### src/sv/dlr_pkg.sv
package dlr_pkg;

  localparam int REF_W       = 7;
  localparam int DATA_W      = 32;
  localparam int CNT_OUT_W   = 7;
  localparam int IN_TDATA_W  = 48;
  localparam int OUT_TDATA_W = 48;

  // input beat layout
  localparam int IN_OP_LSB    = 0;
  localparam int IN_PL_LSB    = 3;
  localparam int IN_REF_LSB   = 5;
  localparam int IN_ABORT_BIT = 12;
  localparam int IN_VAL_LSB   = 13;
  localparam int IN_RD_BIT    = 45;

  // output beat layout
  localparam int OUT_ST_LSB   = 0;
  localparam int OUT_CNT_LSB  = 2;
  localparam int OUT_SRC_BIT  = 9;
  localparam int OUT_VAL_LSB  = 10;
  localparam int OUT_USED_W   = 42;

  typedef enum logic [2:0] {
    OP_APPEND_TREE = 3'd0,
    OP_INSERT      = 3'd1,
    OP_OVERWRITE   = 3'd2,
    OP_INSERT_DUP  = 3'd3,
    OP_ERASE       = 3'd4,
    OP_CLEAR       = 3'd5
  } op_e;

  typedef enum logic [1:0] {
    PL_LAST   = 2'd0,
    PL_FIRST  = 2'd1,
    PL_BEFORE = 2'd2,
    PL_AFTER  = 2'd3
  } placement_e;

  typedef enum logic [1:0] {
    ST_OK     = 2'd0,
    ST_FULL   = 2'd1,
    ST_BADREF = 2'd2
  } status_e;

  typedef enum logic [3:0] {
    K_NOP        = 4'd0,
    K_READ       = 4'd1,
    K_APPEND     = 4'd2,
    K_RESTART    = 4'd3,
    K_OVERWRITE  = 4'd4,
    K_INS_FIRST  = 4'd5,
    K_INS_BEFORE = 4'd6,
    K_INS_AFTER  = 4'd7,
    K_ERASE      = 4'd8,
    K_CLEAR      = 4'd9
  } kind_e;

  typedef enum logic {
    BK_IDLE   = 1'b0,
    BK_FINISH = 1'b1
  } back_state_e;

  typedef struct packed {
    kind_e             kind;
    logic              src;
    logic [REF_W-1:0]  ref_req;
    logic [DATA_W-1:0] value;
  } cmd_t;

endpackage

### src/sv/dlr_queue.sv
module dlr_queue (
  input  logic          clk_i,
  input  logic          rst_ni,
  input  logic          push_i,
  input  dlr_pkg::cmd_t din_i,
  output logic          full_o,
  input  logic          pop_i,
  output dlr_pkg::cmd_t dout_o,
  output logic          valid_o
);
  import dlr_pkg::*;

  cmd_t       mem [2];
  logic       wr_q, wr_d;
  logic       rd_q, rd_d;
  logic [1:0] used_q, used_d;

  assign full_o  = (used_q == 2'd2);
  assign valid_o = (used_q != 2'd0);
  assign dout_o  = mem[rd_q];

  always_comb begin
    wr_d   = push_i ? ~wr_q : wr_q;
    rd_d   = pop_i ? ~rd_q : rd_q;
    used_d = used_q + {1'b0, push_i} - {1'b0, pop_i};
  end

  always_ff @(posedge clk_i) begin
    if (push_i) begin
      mem[wr_q] <= din_i;
    end
  end

  always_ff @(posedge clk_i or negedge rst_ni) begin
    if (!rst_ni) begin
      wr_q   <= 1'b0;
      rd_q   <= 1'b0;
      used_q <= 2'd0;
    end else begin
      wr_q   <= wr_d;
      rd_q   <= rd_d;
      used_q <= used_d;
    end
  end

endmodule

### config.mk
export PLATFORM = sky130hd
export DESIGN_NAME = dlr_queue
export DESIGN_NICKNAME = d
export VERILOG_FILES = /design/src/sv/dlr_pkg.sv /design/src/sv/dlr_queue.sv
export SDC_FILE = /design/constraint.sdc
export NUM_CORES = 1
export LEC_CHECK = 0
export BUFFER_PORTS_ARGS = -buffer_cell sky130_fd_sc_hd__buf_2
export CAP_MARGIN = 20
export CORE_ASPECT_RATIO = 0.75
export CORE_MARGIN = 3
export CORE_UTILIZATION = 47
export DETAILED_ROUTE_END_ITERATION = 8
export GPL_TIMING_DRIVEN = 0
export PLACE_DENSITY_LB_ADDON = 0.25
export SETUP_SLACK_MARGIN = 0.15
export SYNTH_ARGS = -nofsm -noshare
export SYNTH_HDL_FRONTEND = slang
export SYNTH_SLANG_ARGS = --single-unit
### constraint.sdc
create_clock -name clk_i -period 3 [get_ports clk_i]
set_input_delay 0.3 -clock clk_i [delete_from_list [all_inputs] [get_ports clk_i]]
set_output_delay 0.3 -clock clk_i [all_outputs]
set_load 0.05 [all_outputs]
# Yosys cells after proc, flatten, opt, wreduce, memory -nomap -nowiden
# Memory sizes are Yosys's and may differ from the RTL's.
# Index checks and enable logic that the tools add are counted.
op_classes:
  n_addsub: 2
  mul: 0
  div_mod_pow: 0
  magnitude_cmp: 0
  eq_ne: 1
  n_shift: 0
  n_mux: 2
  bitwise: 2
  n_reduce_logical: 1
ops:
  columns: ["cell", "n"]
  rows:
  - ["adder 2 x 1 -> 2 bit", 1]
  - ["== test 2 bit, second input constant", 1]
  - ["2-to-1 mux 1 bit", 2]
  - ["inverter 1 bit", 2]
  - ["nonzero test 2 bit", 1]
  - ["subtractor 2 x 1 -> 2 bit", 1]
word_totals:
  register_bits: 4
  latch_bits: 0
  ram_bits: 88
  mem_bits_ro: 0
  inputBits: 48
  out_inout_bits: 46
  word_cells: 12
  n_memories: 1
memory_table:
  columns: ["memory", "depth", "word_bits", "read_ports", "rd_clocked_by_memory_dff", "write_ports", "line_no", "text"]
  rows:
  - ["mem", 2, 44, 1, 0, 1, "dlr_queue.sv:13", "cmd_t mem [2];"]

# Depth between registers and ports, before layout
# Gate-level depths: netlist of the first run.
logic_depth:
  ltp_word: 2
  mapped_depth: 5
  ltp_nobuf: 5

# Worst setup path before layout of the first run
# Ideal clock, no wire load.
synth_timing:
  path_kind: "reg-to-reg"
  startpoint: "register wr_q"
  endpoint: "memory mem[0][0] (netlist bit) (enable)"
  setup_ns: 0.451
  arrival_time_ns: 2.369
  required_ns: 2.549
  setup_slack_ns: 0.180
  stages_incl_launch_ff: 2
  n_path_buf: 0
  period_less_slack_ns: 2.820
  path_cell_list: "dfrtp_1 > nor2b_1"
synth_lines:
  columns: ["element", "line_no", "text"]
  rows:
  - ["start: declaration", "dlr_queue.sv:14", "logic wr_q, wr_d;"]
  - ["start signal: assignment", "dlr_queue.sv:40", "wr_q <= wr_d;"]
  - ["end: declaration", "dlr_queue.sv:13", null]
# No word-level cell before the write port.

==> results.txt, run 1 <==
----------------------------------------------------
[Critical path]
  Critical path cell sequence ... buf_6, buf_12, mux2_4, buf_2
  Largest stage delay, worst path ... 0.35 ns
  End point of the critical path ... dout_o[36]
  Type of the setup path with the least slack ... flop to primary output
  Crit path arrival time ... 1.56 ns
  Crit path from ... rd_q
  Data required time of the worst path ... 2.70 ns
  Reg-to-reg critical path startpoint ... wr_q
  Critical path capture point type ... primary output
  CP startpoint kind ... flop
  Worst reg2reg path depth ... 2
  CP max-delay cell ... sky130_fd_sc_hd__dfrtp_1
  Worst reg2reg path endpoint ... mem[0][4]
  Crit-path max FO ... 10
  Reg2reg setup slack ... 1.38 ns

[Global routing]
  Fraction of met1 tracks used by global routing ... 16.5%
  Antenna violations before repair ... 0
  Global-route usage over all layers ... 13.8%
  Layer carrying the most global-route usage ... met2
  Global route overflow ... 0
  Via count of the first global-routing pass ... 1,769
  Met2 routing resource usage after global routing ... 22.7%
  Pin count of the biggest net entering global routing ... 24
  First-pass GRT wire length ... 8850 µm
  Fraction of met3 tracks used by global routing ... 6.13%

[Final layout]
  Area added between synthesis and finish ... 24.9%
  Filler cell count in the final layout ... 542
  Leading cell type in the layout, fill and taps excluded ... sky130_fd_sc_hd__buf_2
  Fraction of layout cells with a size suffix above 1 ... 61.1%
  Final cell count without fillers ... 360
  Top library cells by usage in the layout, fill and taps aside ... 93 x sky130_fd_sc_hd__buf_2, 88 x sky130_fd_sc_hd__edfxtp_1, 39 x sky130_fd_sc_hd__mux2_4, 9 x sky130_fd_sc_hd__clkbuf_8, 5 x sky130_fd_sc_hd__mux2_2
  Diodes inserted ... 0
  Design Area, Final ... 0.00446 mm²
  Total Nets Final ... 309

[Detailed routing]
  Residual antenna-violating net count after detailed routing ... 0
  Wire length per cell ... 15.9 µm
  Vias per cell ... 4.68
  DR DRC count ... 0
  Number of detailed-route iterations in the first pass ... 4
  Total number of vias ... 1,683
  Routed wire length ... 5710 µm
  Number of DRC violations after detailed-routing iteration 0 ... 81

[Clocking]
  Number of levels in the clock H-tree ... 3
  Clk sinks ... 92
  CTS tree ... built
  Number of buffers between clock root and the deepest sink ... 2
  Number of setup buffers added after CTS ... 0
  CTS Root Buffer Type ... sky130_fd_sc_hd__clkbuf_8
  Insertion delay of the later-clocked pin in the worst-skew pair ... 0.34 ns
  CTS clk-pin slew, worst paths ... 0.08 ns
  Number of buffers added by the clock tree synthesis step ... 9

[Hold path]
  Hold Crit Depth ... 1
  Worst hold-check path type ... input port to flop

[Floorplanning]
  Cell Rows ... 26
  IO Count ... 94
  Area of the die ... 0.00870 mm²
  Die Y-Extent ... 81.5 µm
  Die width ... 107 µm
  Starting Density ... 50.4%
  Core Footprint ... 0.00709 mm²

[Timing]
  Worst hold slack after final layout ... 0.139 ns
  Transition time at the pin with the least slew margin ... 0.752 ns
  Max-slew violation count ... 0
  FMAX ... 537 MHz
  Worst-case headroom to the max-slew limit ... 49.7%
  Setup Skew ... 0.00908 ns
  Final Hold Violating Endpoints ... 0
  Final-report setup violation count ... 0
  Final period demand of the worst path ... 1.86 ns
  Fraction of the cycle the final worst path needs ... 62.1%
  Setup repair after global routing missed its margin ... no

[Power and ir drop]
  Total net switching power ... 1920 µW
  Power per unit of standard cell area ... 1110 mW/mm²
  Clock share of power ... 18.6%
  Relative contribution of combinational cells to total power ... 45.6%
  P_leak ... 0.00183 µW
  Internal portion of total power ... 3060 µW
  Switching share of power ... 38.6%
  Largest voltage drop on the vdd net ... 0.488 mV
  Sequential power share ... 35.8%

[Logic synthesis]
  Number of synthesis warnings ... 0
  Post-synthesis area per instance ... 23.5 µm²
  Post-synthesis instance area ... 0.00357 mm²
  Sequential cell area fraction in the yosys report ... 76.7%
  Area fraction of the dominant cell type after synthesis ... 73.9%
  Synthesized net count ... 202
  Post-Syn Instances ... 152
  Netlist cell types ... 13
  Synth top area cells ... sky130_fd_sc_hd__edfxtp_1 74%, sky130_fd_sc_hd__mux2_4 16%, sky130_fd_sc_hd__dfrtp_1 2.8%
  Number of register bits inferred by synthesis ... 92
  Library cell occupying the most area in the post-synthesis netlist ... sky130_fd_sc_hd__edfxtp_1

[Placed design]
  Final weighted congestion of routability-driven global placement ... 0.691
  Placed standard-cell area ... 0.00423 mm²
  # port buffers ... 93
  Cell count after placement ... 345
  HPWL reported at the end of detailed placement ... 3880 µm

[Outcome]
  Run status ... finished clean

[Run]
  Number of max-cap violations ... 0

----------------------------------------------------
## state kept, by name, summed over array words and instances (netlist names)
name,cells
wr_q,1
rd_q,1
used_q,2
mem,88
## worst min path at each step
stage	endpoint	start	slack (ns)
floorplan	rd_q	rst_ni	0.004
global placement	used_q[1]	rst_ni	0.11
detailed placement	used_q[0]	rst_ni	0.12
CTS	mem[1][39]	din_i[39]	0.12
global route	mem[0][39]	din_i[39]	0.11
finish	mem[1][40]	din_i[40]	0.14
## layout make-up
class,instances,area [µm²],share of cell area (%)
Multi-Input combinational cell,53,742,16.6
Timing Repair Buffer,96,531,11.9
Inverter,2,7.51,0.168
Clock buffer,9,124,2.78
Tap cell,98,123,2.75
Sequential cell,92,2740,61.5
Clock inverter,5,103,2.30
Buffer,5,91.3,2.05
## cells in the mapped netlist (all sizes together)
cell / number
mux2: 44
and2: 1
or2: 1
xor2: 2
ha: 2
buf: 5
dfrtp: 4
inv: 2
nor2b: 2
edfxtp: 88
xor3: 1
## cells by family (layout without fill, tap and decap cells)
logic type | Yosys count | count (layout) | share of synthesized area, %
flip-flops | 92 | 92 | 76.7
multiplexers | 44 | 44 | 18.0
XOR/XNOR | 3 | 3 | 1.16
adder cells (fa/ha/maj) | 2 | 2 | 0.700
buffers and inverters | 7 | 117 | 2.77
AND/OR/NAND/NOR | 4 | 4 | 0.700
## power groups by stage
stage	Combinational (µW)	Sequential, µW	Clock [µW]
2_1_floorplan	1860	1800	0
3_3_place_gp	2230	1810	0
3_5_place_dp	2300	1810	0
4_1_cts	2310	1780	960
5_1_grt	2380	1800	1010
6_report	2270	1780	926
## stage by stage
stage	TNS (ns)	utilization (%)	power, µW	worst slack [ns]
after floorplan	0	-	3660	0.180
after global placement	-43.96	58.7	4050	-1.00
after detailed placement	0	59.6	4110	1.32
after CTS	0	62.9	5050	1.09
after global routing	0	62.9	5190	1.07
final	0	62.9	4980	1.14
## metal layers
metal  vias up  share of wire [%]
li1        804                  -
met1       808                 42
met2        67                 49
met3         4                8.8
met4         0               0.75
met5         -                  0
## timing repair
action / 4_1_cts / 5_1_grt
hold endpoints to repair: 4 / 0
resized for setup: 0 / 0
hold buffers: 1 / 0
## worst max-delay path, delay by kind of cell, from the launching register on
kind,cells,cell delay (ns)
muxes,1,0.31
buffers and inverters,3,0.56
DFF,1,0.35
Power figures use the tool's default switching activity.
==> run 2: changes to the inputs <==
- clock period: 3 -> 1.7 ns (I/O delays scaled with it)
==> run 2 against run 1 <==
Die area did not move. Power rose by 90%. Sequential cell count did not move. First-iteration DRC count fell by 54%. Largest cell class unchanged. Critical path depth did not move. Sequential power rose by 78%.
==> results.txt, run 2 (synthesis results as in run 1) <==
----------------------------------------------------
[Floorplanning]
  Die width ... 107 µm
  Core Footprint ... 0.00709 mm²
  Area of the die ... 0.00870 mm²
  Die Y-Extent ... 81.5 µm
  IO Count ... 94
  Starting Density ... 50.4%
  Cell Rows ... 26

[Detailed routing]
  DR DRC count ... 0
  Number of detailed-route iterations in the first pass ... 4
  Total number of vias ... 1,909
  Number of DRC violations after detailed-routing iteration 0 ... 37
  Vias per cell ... 4.67
  Routed wire length ... 6570 µm
  Wire length per cell ... 16.1 µm
  Residual antenna-violating net count after detailed routing ... 0

[Placed design]
  HPWL reported at the end of detailed placement ... 3640 µm
  Cell count after placement ... 344
  # port buffers ... 93
  Final weighted congestion of routability-driven global placement ... 0.703

[Critical path]
  CP startpoint kind ... flop
  Critical path cell sequence ... buf_8, buf_12, mux2_4, buf_6
  Type of the setup path with the least slack ... flop to primary output
  Data required time of the worst path ... 1.53 ns
  Crit-path max FO ... 10
  CP max-delay cell ... sky130_fd_sc_hd__dfrtp_1
  Largest delay share family, worst path ... buffers and inverters
  Worst path buffer plus inverter count ... 3
  Crit path arrival time ... 1.52 ns
  Largest stage delay, worst path ... 0.39 ns
  Reg2reg setup slack ... 0.28 ns
  Critical path capture point type ... primary output

[Timing]
  Transition time at the pin with the least slew margin ... 0.526 ns
  Setup Skew ... 0.00545 ns
  Total Negative Setup Slacks ... 0 ns
  Final-report setup violation count ... 0
  Final period demand of the worst path ... 1.69 ns
  Setup repair after global routing missed its margin ... yes
  Worst-case headroom to the max-slew limit ... 64.8%
  Max-slew violation count ... 0
  FMAX ... 591 MHz
  Final Hold Violating Endpoints ... 0
  Fraction of the cycle the final worst path needs ... 99.5%

[Final layout]
  Total Nets Final ... 356
  Top reg by flops ... mem
  Fraction of layout cells with a size suffix above 1 ... 53.4%
  Area added between synthesis and finish ... 45.4%
  Largest register FFs ... 88
  Final cell count without fillers ... 409
  Core utilization of the finished layout ... 73.3%
  Leading cell type in the layout, fill and taps excluded ... sky130_fd_sc_hd__edfxtp_1
  Diodes inserted ... 0
  Filler cell count in the final layout ... 456
  Top library cells by usage in the layout, fill and taps aside ... 88 x sky130_fd_sc_hd__edfxtp_1, 49 x sky130_fd_sc_hd__buf_2, 45 x sky130_fd_sc_hd__dlygate4sd3_1, 43 x sky130_fd_sc_hd__mux2_4, 39 x sky130_fd_sc_hd__buf_6
  Top Registers ... mem (88), used_q (2)

[Power and ir drop]
  P_leak ... 0.00213 µW
  Power per unit of standard cell area ... 1820 mW/mm²
  Largest voltage drop on the vdd net ... 1.30 mV

[Hold path]
  Worst hold-check path type ... input port to flop

[Clocking]
  CTS Root Buffer Type ... sky130_fd_sc_hd__clkbuf_8
  CTS tree ... built
  Number of levels in the clock H-tree ... 3
  Clk sinks ... 92
  Number of buffers between clock root and the deepest sink ... 2
  Insertion delay of the later-clocked pin in the worst-skew pair ... 0.34 ns
  CTS clk-pin slew, worst paths ... 0.09 ns
  Number of buffers added by the clock tree synthesis step ... 9

[Global routing]
  First-pass GRT wire length ... 10,400 µm
  Via count of the first global-routing pass ... 2,069
  Antenna violations before repair ... 0
  Pin count of the biggest net entering global routing ... 45
  Global-route usage over all layers ... 16.0%
  Global route overflow ... 0

[Outcome]
  Run status ... finished clean

[Run]
  Number of max-cap violations ... 0

----------------------------------------------------
## run 2: cell count changes in the layout (fill, tap and decap cells not counted), moves of 3 or more
cell | before | now
sky130_fd_sc_hd__buf_2 | 93 | 49
sky130_fd_sc_hd__dlygate4sd3_1 | 1 | 45
sky130_fd_sc_hd__buf_6 | 1 | 39
sky130_fd_sc_hd__buf_8 | 0 | 6
sky130_fd_sc_hd__mux2_2 | 5 | 1
sky130_fd_sc_hd__mux2_4 | 39 | 43
sky130_fd_sc_hd__inv_6 | 0 | 3
## run 2: cell type report
cell class                 count  area [µm²]  area share (%)
buffer                         5        95.1            1.83
inverter                       2        7.51           0.144
tap                           98         123            2.36
clock inverter                 7        73.8            1.42
timing repair buffer         141        1260            24.2
multi-input combinational     55         776            14.9
sequential                    92        2740            52.8
clock buffer                   9         124            2.38
## run 2: per-layer routing
metal / track usage (%) / up-vias / part of all wire (%)
li1: - / 901 / -
met1: 18.8 / 936 / 41
met2: 28.2 / 63 / 52
met3: 5.34 / 9 / 5.7
met4: 5.36 / 0 / 1.2
met5: 0 / - / 0
## run 2: stage by stage
step	worst slack, ns	area, µm²	hold slack [ns]	power (µW)
finish	0.00844	5200	0.0277	9460
CTS	-0.00854	5150	0.000252	9500
global placement	-0.166	4170	-0.0187	7120
global route	-0.0441	5200	0.00495	9840
detailed placement	-0.0484	4190	-0.0170	7180
floorplan	0.200	3580	-0.126	6450
## run 2: final timing paths
kind | start | end | cells past startpoint
worst min register to register | used_q[1] | used_q[1] | 1
worst max register to register | wr_q | mem[0][12] | 2
worst min-delay path | din_i[43] | mem[1][43] | 1
max in group asynchronous | rst_ni | wr_q | 2
worst max-delay path | rd_q | dout_o[26] | 4
min in group asynchronous | rst_ni | used_q[0] | 2
## run 2: power by group
part           switching [µW]  internal, µW
clock                     754           690
combinational            2740          2130
sequential                146          3010
total                    3640          5830
## run 2: repair_timing
item,CTS,global route
hold buffers,43,2
hold endpoints to repair,87,4
setup buffers,1,1
resized for setup,97,3
setup endpoints to repair,112,88
pin swaps,0,1
gates cloned,1,1
