--- config.mk ---
export PLATFORM = sky130hd
export DESIGN_NAME = dlr_front
export DESIGN_NICKNAME = d
export VERILOG_FILES = /design/src/sv/dlr_pkg.sv /design/src/sv/dlr_front.sv
export SDC_FILE = /design/constraint.sdc
export NUM_CORES = 1
export LEC_CHECK = 0
export CAP_MARGIN = 20
export CORE_UTILIZATION = 25
export DETAILED_ROUTE_END_ITERATION = 16
export DONT_BUFFER_PORTS = 1
export SLEW_MARGIN = 5
export SYNTH_ARGS = -nofsm -noshare
export SYNTH_HDL_FRONTEND = slang
export SYNTH_SLANG_ARGS = --single-unit
export TNS_END_PERCENT = 1
--- constraint.sdc ---
create_clock -name vclk -period 0.99
set_clock_uncertainty 0.05 [all_clocks]
set_input_delay 0.198 -clock vclk [all_inputs]
set_output_delay 0.198 -clock vclk [all_outputs]
set_load 0.01 [all_outputs]
--- src/sv/dlr_pkg.sv ---
package dlr_pkg;

  localparam int REF_W       = 7;
  localparam int DATA_W      = 32;
  localparam int CNT_OUT_W   = 7;
  localparam int IN_TDATA_W  = 48;
  localparam int OUT_TDATA_W = 48;

  // input beat layout
  localparam int IN_OP_LSB    = 0;
  localparam int IN_PL_LSB    = 3;
  localparam int IN_REF_LSB   = 5;
  localparam int IN_ABORT_BIT = 12;
  localparam int IN_VAL_LSB   = 13;
  localparam int IN_RD_BIT    = 45;

  // output beat layout
  localparam int OUT_ST_LSB   = 0;
  localparam int OUT_CNT_LSB  = 2;
  localparam int OUT_SRC_BIT  = 9;
  localparam int OUT_VAL_LSB  = 10;
  localparam int OUT_USED_W   = 42;

  typedef enum logic [2:0] {
    OP_APPEND_TREE = 3'd0,
    OP_INSERT      = 3'd1,
    OP_OVERWRITE   = 3'd2,
    OP_INSERT_DUP  = 3'd3,
    OP_ERASE       = 3'd4,
    OP_CLEAR       = 3'd5
  } op_e;

  typedef enum logic [1:0] {
    PL_LAST   = 2'd0,
    PL_FIRST  = 2'd1,
    PL_BEFORE = 2'd2,
    PL_AFTER  = 2'd3
  } placement_e;

  typedef enum logic [1:0] {
    ST_OK     = 2'd0,
    ST_FULL   = 2'd1,
    ST_BADREF = 2'd2
  } status_e;

  typedef enum logic [3:0] {
    K_NOP        = 4'd0,
    K_READ       = 4'd1,
    K_APPEND     = 4'd2,
    K_RESTART    = 4'd3,
    K_OVERWRITE  = 4'd4,
    K_INS_FIRST  = 4'd5,
    K_INS_BEFORE = 4'd6,
    K_INS_AFTER  = 4'd7,
    K_ERASE      = 4'd8,
    K_CLEAR      = 4'd9
  } kind_e;

  typedef enum logic {
    BK_IDLE   = 1'b0,
    BK_FINISH = 1'b1
  } back_state_e;

  typedef struct packed {
    kind_e             kind;
    logic              src;
    logic [REF_W-1:0]  ref_req;
    logic [DATA_W-1:0] value;
  } cmd_t;

endpackage

--- src/sv/dlr_front.sv ---
module dlr_front (
  input  logic [dlr_pkg::IN_TDATA_W-1:0] tdata_i,
  output dlr_pkg::cmd_t                  cmd_o
);
  import dlr_pkg::*;

  op_e              op;
  placement_e       placement;
  logic [REF_W-1:0] ref_req;
  logic             aborted;
  logic             read_req;
  kind_e            kind;
  logic             src;

  assign op        = op_e'(tdata_i[IN_OP_LSB +: 3]);
  assign placement = placement_e'(tdata_i[IN_PL_LSB +: 2]);
  assign ref_req   = tdata_i[IN_REF_LSB +: REF_W];
  assign aborted   = tdata_i[IN_ABORT_BIT];
  assign read_req  = tdata_i[IN_RD_BIT];

  always_comb begin
    kind = K_NOP;
    src  = 1'b0;
    priority if (read_req) begin
      kind = K_READ;
    end else if (aborted) begin
      kind = K_NOP;
    end else begin
      unique case (op)
        OP_APPEND_TREE: begin
          kind = K_APPEND;
          src  = 1'b1;
        end
        OP_INSERT:    kind = K_RESTART;
        OP_OVERWRITE: kind = (ref_req == '0) ? K_RESTART : K_OVERWRITE;
        OP_INSERT_DUP: begin
          unique case (placement)
            PL_LAST:   kind = K_APPEND;
            PL_FIRST:  kind = K_INS_FIRST;
            PL_BEFORE: kind = K_INS_BEFORE;
            PL_AFTER:  kind = K_INS_AFTER;
            default:   kind = K_NOP;
          endcase
        end
        OP_ERASE:     kind = (ref_req == '0) ? K_CLEAR : K_ERASE;
        OP_CLEAR:     kind = K_CLEAR;
        default:      kind = K_NOP;
      endcase
    end
  end

  assign cmd_o.kind    = kind;
  assign cmd_o.src     = src;
  assign cmd_o.ref_req = ref_req;
  assign cmd_o.value   = tdata_i[IN_VAL_LSB +: DATA_W];

endmodule

Word level (Yosys, flattened, before mapping) --
Cells that the tools add are included.
Operators by class: eq/ne operators 8, mux-type cells 9, reductions and logical operators 3
Operators with widths (number):
- $pmux W4 S6 | 1
- $pmux W4 S4 | 1
- $mux W4 | 2
- $logic_not A7 Y1 | 1
- $eq A3 B2 Y1 const B | 2
- $eq A3 B3 Y1 const B | 2
- $eq A2 B2 Y1 const B | 2
- $mux W1 | 4
- $eq A3 B1 Y1 const B | 1
- $logic_not A3 Y1 | 1
- $mux W3 | 1
- $eq A2 B1 Y1 const B | 1
- $logic_not A2 Y1 | 1
Storage, ports and cells: output and inout bits 44, register bits after elaboration 0, bits of input ports 48, word-level logic and storage cells 20

Depth between registers and ports, before layout --
Gate-level depths: netlist of the first run.
depth in word-level cells 5, depth in mapped cells 3, gate-level depth less buffers 3

Worst setup path before layout of the first run --
No wires, ideal clock.
kind in2out, start input tdata_i[7] (netlist bit), end output cmd_o[40] (netlist bit), arrival time 0.887 ns, cell stages on the path 3, path slack -0.145 ns, data required time 0.742 ns, cells stage by stage nor4_4 -> nand2_2 -> o311ai_2
RTL lines:
- start, declared | line dlr_front.sv:2 | input logic [dlr_pkg::IN_TDATA_W-1:0] tdata_i,
- end, declared | line dlr_front.sv:3 | output dlr_pkg::cmd_t cmd_o

==> results of run 1 <==
==> cell families (layout without fill, tap and decap cells) <==
family / Yosys count / in the layout / share of synthesized area
buf+inv: 42 / 8 / 0.680
simple gates: 11 / 11 / 0.191
compound gates: 7 / 7 / 0.130
==> through the flow <==
step	setup TNS, ns	hold slack, ns	area, um2	setup WS [ns]	cells
6_report	-0.402	0.346	263	-0.185	51
5_1_grt	-0.630	0.346	263	-0.237	51
4_1_cts	-0.431	0.346	260	-0.194	51
3_5_place_dp	-0.580	0.346	239	-0.210	51
3_3_place_gp	-0.584	0.346	239	-0.190	51
2_1_floorplan	-0.243	0.395	463	-0.129	60
==> where the power goes <==
group / switching, mW / total [mW] / internal (mW)
clock network: 0 / 0 / 0
logic: 0.0230 / 0.0549 / 0.0319
registers: 0 / 0 / 0
==> critical path, stage by stage <==
cell and delay, ns:
nor4_4 0.30, nand2_2 0.11, o311ai_4 0.31
==> layout by cell type (no fill, tap or decap), drive strengths merged <==
cell / n
a211o: 1
a21oi: 1
a31oi: 2
buf: 6
inv: 2
nand2: 2
nand2b: 2
nor2b: 2
nor3: 2
nor3b: 2
nor4: 1
o311ai: 2
o31ai: 1
==> layout make-up <==
type / instances / area, um2 / share of cell area
Multi-Input combinational cell: 18 / 179 / 0.681
Inverter: 2 / 7.51 / 0.0286
Tap cell: 25 / 31.3 / 0.119
Timing Repair Buffer: 6 / 45.0 / 0.171
==> cell usage after synthesis <==
cell      count
a211o_1       1
nor3_1        1
nand2b_1      2
nor2b_1       2
a21oi_1       1
o311ai_2      1
nand2_2       1
inv_1         2
nand2_1       1
a31oi_1       2
o311ai_1      1
nor3_2        1
nor4_4        1
nor3b_1       2
buf_4        40
o31ai_1       1
==> what timing repair did <==
| action | in CTS | in global routing |
|---|---|---|
| hold buffers | 0 | 0 |
| setup endpoints to repair | 5 | 5 |
| gates resized for setup | 4 | 1 |
| pin swaps | 2 | 0 |
| hold endpoints to repair | 0 | 0 |
==> final timing paths <==
check | endpoint | slack (ns) | cells past startpoint | startpoint
max | cmd_o[40] | -0.19 | 3 | tdata_i[7]
min | cmd_o[16] | 0.35 | 0 | tdata_i[29]
==> per-layer routing <==
layer / wire length (um) / up-vias / track usage / part of all wire
li1: - / 93 / - / -
met1: 152 / 97 / 0.0459 / 0.22
met2: 350 / 19 / 0.103 / 0.51
met3: 145 / 10 / 0.0367 / 0.21
met4: 31 / 0 / 0.0545 / 0.046
met5: 0 / - / 0 / 0
==> run summary, run 1 <==
cell count after synthesis - 60
worst vdd ir - 0.0392 mV
DRC viols - 0
die width - 44.6 um
Reg area - 0 um2
DIE AREA - 1990 um2
global placement routability congestion - 0.621
Leakage Power - 0.0882 nW
Core ar. - 1710 um2
Avg Cell Area, Syn - 7.55 um2
first-pass GRT wire length - 917 um
pin count of the biggest net entering global routing - 8
final setup fails - 3
antenna viol nets, final - 0
Final HPWL DP - 593 um
area leader, netlist - buf_4
setup repair bufs after CTS - 0
final core occ - 0.154
Synth area leaders - buf_4 (66%), nor4_4 (4.7%), o311ai_2 (3.6%)
Mapped Area - 453 um2
sequential fraction of the synthesis area - 0
num rows - 15
# clk buffers - 0
Synth cell types - 16
Hold Violations, Final - 0
filler cell count - 204
status - finished, violations left
I/O pins - 92
Pre-antenna DRT Iters - 4
DR iter-0 viols - 5
Routed WL - 680 um
Rel. slew slack - 0.821
Max-cap violations - 0
vias in the first global route - 217
chip height - 44.6 um
slew at the pin with the worst max-slew slack - 0.268 ns
syn_nets - 108
failing checks - setup timing
wire per inst - 13.3 um
Tcrit/Tclk final - 1.19
unrepaired setup endpoints after global routing - true
Initial Util - 0.265
Area Growth Syn to Fin - -42.0%
Pwr Total - 54.9 uW
number of sequential cells - 0
Crit Path Class - in -> out
Vias/cell - 4.29
GRT overflow - 0
top cell type's share of synthesized area - 0.663
gr usage total - 0.0601
yosys warns - 0
I/O Buffers - 0
Slew Limit Fails - 0
fin crit period - 1.18 ns
PnR worst setup slack - -0.185 ns
worst hold path type - in -> out
Final nets - 76
vias - 219
Worst Path Arrival - 0.93 ns
critical path peak fanout - 2
Critical Path End Type - output pin
share of cells above drive strength 1 - 0.538
initial antenna violation count - 0
critical path launch point type - input pin
Req. time, crit path - 0.74 ns
PwrDens - 209 nW/um2
fmax - 851 MHz
Ant. Diodes - 0
(Power assumes the default switching activity.)
==> inputs of run 2 (changes only) <==
Settings changed: GPL_TIMING_DRIVEN from default to 1.
Clock period 0.99 ns to 1.24 ns, I/O delays scaled along.
==> run 2 against run 1 <==
Compared with the run above: the flow still finishes with violations (setup timing); combinational power shrank 29%; via count shrank 0.91%; global-route usage is 0.16 points higher; hold slack better by 0.10 ns; sequential cell count is the same; final cell count is 3.9% lower; critical path depth stayed put; sequential share of layout area unchanged; first-iteration DRC count fell by 100%; cell area shrank 15%; critical path type unchanged.
==> run summary, run 2 (same netlist as run 1, synthesis figures left out) <==
Pre-antenna DRT Iters - 1 (-3)
DRC viols - 0 (unchanged)
vias in the first global route - 219 (+0.92%)
chip height - 44.6 um (unchanged)
pin count of the biggest net entering global routing - 8 (unchanged)
slew at the pin with the worst max-slew slack - 0.321 ns (+0.0525 ns)
Req. time, crit path - 0.94 ns (+0.20 ns)
# clk buffers - 0 (unchanged)
PnR worst setup slack - -0.0302 ns (+0.155 ns)
Reg area - 0 um2 (unchanged)
fin crit period - 1.27 ns
DR iter-0 viols - 0 (-5)
Initial Util - 0.265 (unchanged)
antenna viol nets, final - 0 (unchanged)
unrepaired setup endpoints after global routing - true
I/O Buffers - 0 (unchanged)
Final HPWL DP - 570 um (-3.8%)
commonest non-fill, non-tap cell in the layout - buf_4
Critical Path End Type - output pin
Area Growth Syn to Fin - -50.6%
num rows - 15 (unchanged)
vias - 217 (-0.91%)
Final Non-Filler Cells - 49 (-3.9%)
Rel. slew slack - 0.785 (-0.0356)
Hold Slack - 0.446 ns (+0.100 ns)
Final nets - 74 (-2.6%)
Crit Path Class - in -> out
die width - 44.6 um (unchanged)
Vias/cell - 4.43 (+3.1%)
failing checks - setup timing
Routed WL - 670 um (-1.5%)
DP Area - 214 um2 (-10%)
worst vdd ir - 0.0217 mV (-45%)
DIE AREA - 1990 um2 (unchanged)
Tcrit/Tclk final - 1.02
global placement routability congestion - 0.668 (+7.5%)
# hold bufs at CTS - 0 (unchanged)
Slew Limit Fails - 0 (unchanged)
number of sequential cells - 0 (unchanged)
share of cells above drive strength 1 - 0.333 (-0.205)
placed insts - 49 (-3.9%)
wire per inst - 13.7 um (+2.6%)
initial antenna violation count - 0 (unchanged)
worst hold path type - in -> out
Hold Violations, Final - 0 (unchanged)
pre-CTS worst setup slack - -0.0621 ns (+0.148 ns)
GRT overflow - 0 (unchanged)
hold path depth - 0 (unchanged)
Ant. Diodes - 0 (unchanged)
I/O pins - 92 (unchanged)
Worst Path Arrival - 0.97 ns (+0.04 ns)
final setup fails - 2 (-1)
status - finished, violations left
fmax - 787 MHz
Leakage Power - 0.0707 nW (-20%)
fin area - 224 um2 (-15%)
Max-cap violations - 0 (unchanged)
Core ar. - 1710 um2 (unchanged)
first-pass GRT wire length - 959 um (+4.6%)
PwrDens - 173 nW/um2 (-17%)
critical path launch point type - input pin
gr usage total - 0.0617 (+0.00162)
critical path peak fanout - 2 (unchanged)
run 2: cell types whose count changed in the layout (fill, tap and decap cells not counted):
cell     before  now
nor3_1        0    1
nor3_4        1    0
nor2b_2       1    0
nor2b_1       1    2
nor3b_1       0    2
nor3b_2       2    0
buf_4         6    4
run 2: path summary, 6_finish.rpt:
| kind | from | endpoint | slack (ns) |
|---|---|---|---|
| setup / recovery | tdata_i[11] | cmd_o[40] | -0.03 |
| hold / removal | tdata_i[29] | cmd_o[16] | 0.45 |
run 2: critical path, stage by stage:
cell and delay (ns):
nor4_4 0.29, nand2_2 0.12, o311ai_4 0.31
run 2: metal layers:
metal,vias to the layer above,part of all wire,global-route usage
li1,87,-,-
met1,101,0.30,0.0578
met2,19,0.53,0.100
met3,10,0.13,0.0286
met4,0,0.034,0.0545
met5,-,0,0
run 2: where the power goes:
group	internal (mW)	switching, mW
clock network	0	0
logic	0.0204	0.0184
registers	0	0
run 2: final cells by class:
cell class                 count  area [um2]
fill                         203        1480
inverter                       2        7.51
multi-input combinational     18         155
tap                           25        31.3
timing repair buffer           4        30.0
run 2: what timing repair did:
| action | in CTS | in global routing |
|---|---|---|
| endpoints found under the setup margin | 2 | 2 |
| buffers inserted | 0 | 0 |
| pin swaps | 3 | 0 |
| gates resized for setup | 1 | 0 |
run 2: metrics by stage:
stage,setup TNS (ns),util,total power [mW]
floorplan,0,-,0.157
global placement,-0.0866,0.125,0.0346
detailed placement,-0.103,0.125,0.0356
CTS,-0.0748,0.131,0.0394
global route,-0.178,0.131,0.0421
finish,-0.0353,0.131,0.0388
==> inputs of run 3 (changes only) <==
Settings changed: PLACE_DENSITY_LB_ADDON from default to 0.15.
==> run 3 against run 2 <==
Compared with the run above: the run still ends with setup timing left; core utilization is 0.59 points higher; wire length is 10% higher; largest cell class unchanged; via count is 1.4% higher; power is 5.6% higher; die area stayed put; critical path depth stayed put; sequential cell count stayed put; fmax is 1.6% lower; combinational power is 5.4% higher; first-iteration DRC count is 2 higher; setup slack worse by 0.021 ns; non-clock buffer count is 1 lower.
==> run summary, run 3 (same netlist as run 1, synthesis figures left out) <==
Ant. Diodes - 0 (unchanged)
Area Growth Syn to Fin - -48.3%
Reg area - 0 um2 (unchanged)
Final Non-Filler Cells - 48 (-2.0%)
Worst Path Arrival - 0.99 ns (+0.02 ns)
Rel. slew slack - 0.782 (-0.00333)
Hold Violations, Final - 0 (unchanged)
PwrDens - 175 nW/um2 (+1.1%)
TNS Setup - -0.0617 ns (-0.0264 ns)
Critical-path top delay cell - o311ai_4
I/O Buffers - 0 (unchanged)
die width - 44.6 um (unchanged)
Max-cap violations - 0 (unchanged)
# hold bufs at CTS - 0 (unchanged)
Crit path largest cell delay - 0.34 ns (+0.03 ns)
antenna viol nets, final - 0 (unchanged)
final setup fails - 2 (unchanged)
worst vdd ir - 0.0197 mV (-9.3%)
failing checks - setup timing
Slew Limit Fails - 0 (unchanged)
number of sequential cells - 0 (unchanged)
vias - 220 (+1.4%)
setup repair bufs after CTS - 0 (unchanged)
Req. time, crit path - 0.94 ns (about the same)
worst hold path type - in -> out
fin crit period - 1.29 ns (+0.0213 ns)
DRC viols - 0 (unchanged)
placed insts - 48 (-2.0%)
wire per inst - 15.4 um (+13%)
Core ar. - 1710 um2 (unchanged)
Pre-antenna DRT Iters - 2 (+1)
fin area - 234 um2 (+4.5%)
GRT overflow - 0 (unchanged)
first-pass GRT wire length - 966 um (+0.73%)
Leakage Power - 0.0691 nW (-2.3%)
critical path peak fanout - 2 (unchanged)
initial antenna violation count - 0 (unchanged)
WP depth - 3 (unchanged)
fmax - 774 MHz (-1.6%)
Bufs and invs on worst path - 0 (unchanged)
global placement routability congestion - 0.590 (-12%)
DP Area - 206 um2 (-3.5%)
Crit Path Class - in -> out
Hold Slack - 0.446 ns (unchanged)
commonest non-fill, non-tap cell in the layout - buf_4
num rows - 15 (unchanged)
vias in the first global route - 210 (-4.1%)
crit path cell chain - nor4_4, nand2_2, o311ai_4
CP top delay family - simple AND/OR/NAND/NOR gates
PnR worst setup slack - -0.0515 ns (-0.0213 ns)
slew at the pin with the worst max-slew slack - 0.326 ns (+0.00496 ns)
leading cell types in the layout, fill and taps excluded - buf_4 (3), inv_1 (2), nor2b_1 (2), nand2b_1 (2), nor3b_1 (2)
status - finished, violations left
# clk buffers - 0 (unchanged)
Routed WL - 740 um (+10%)
DIE AREA - 1990 um2 (unchanged)
gr usage total - 0.0642 (+0.00250)
I/O pins - 92 (unchanged)
DR iter-0 viols - 2 (+2)
share of cells above drive strength 1 - 0.391 (+0.0580)
Initial Util - 0.265 (unchanged)
hold path depth - 0 (unchanged)
Final nets - 73 (-1.4%)
Vias/cell - 4.58 (+3.5%)
chip height - 44.6 um (unchanged)
Final HPWL DP - 544 um (-4.6%)
critical path launch point type - input pin
Tcrit/Tclk final - 1.04 (+0.0172)
unrepaired setup endpoints after global routing - true
pin count of the biggest net entering global routing - 8 (unchanged)
Critical Path End Type - output pin
## run 3: cell count changes in the layout (fill, tap and decap cells not counted), sizes merged
| cell | before | now |
|---|---|---|
| buf | 4 | 3 |
## run 3: where the power goes
| part | switching (mW) | leakage [nW] | internal, mW | total [mW] |
|---|---|---|---|---|
| Clock | 0 | 0 | 0 | 0 |
| Sequential | 0 | 0 | 0 | 0 |
| Combinational | 0.0205 | 0.0691 | 0.0205 | 0.0409 |
## run 3: what timing repair did
item                                    CTS  global route
pin swaps                                 1             0
resized for setup                         2             2
gates cloned                              0             0
endpoints found under the setup margin    2             3
## run 3: final cells by class
cell class | count | area [um2]
inverters | 2 | 7.51
repair buffers | 3 | 22.5
multi-input cells | 18 | 173
fillers | 199 | 1470
well taps | 25 | 31.3
## run 3: final timing paths
kind / from / endpoint / slack (ns)
max: tdata_i[7] / cmd_o[40] / -0.05
min: tdata_i[15] / cmd_o[2] / 0.45
## run 3: through the flow
stage	utilization	power (mW)	setup WS, ns
finish	0.137	0.0409	-0.0515
global route	0.137	0.0442	-0.0843
CTS	0.130	0.0380	-0.0327
detailed placement	0.121	0.0339	-0.0789
global placement	0.121	0.0329	-0.0621
floorplan	-	0.157	0.00522
## run 3: layer usage
layer	GRT usage	vias to the layer above	share of wire
met5	0	-	0
met1	0.0434	105	0.21
met2	0.141	24	0.62
met4	0.0303	0	0.022
li1	-	85	-
met3	0.0245	6	0.14
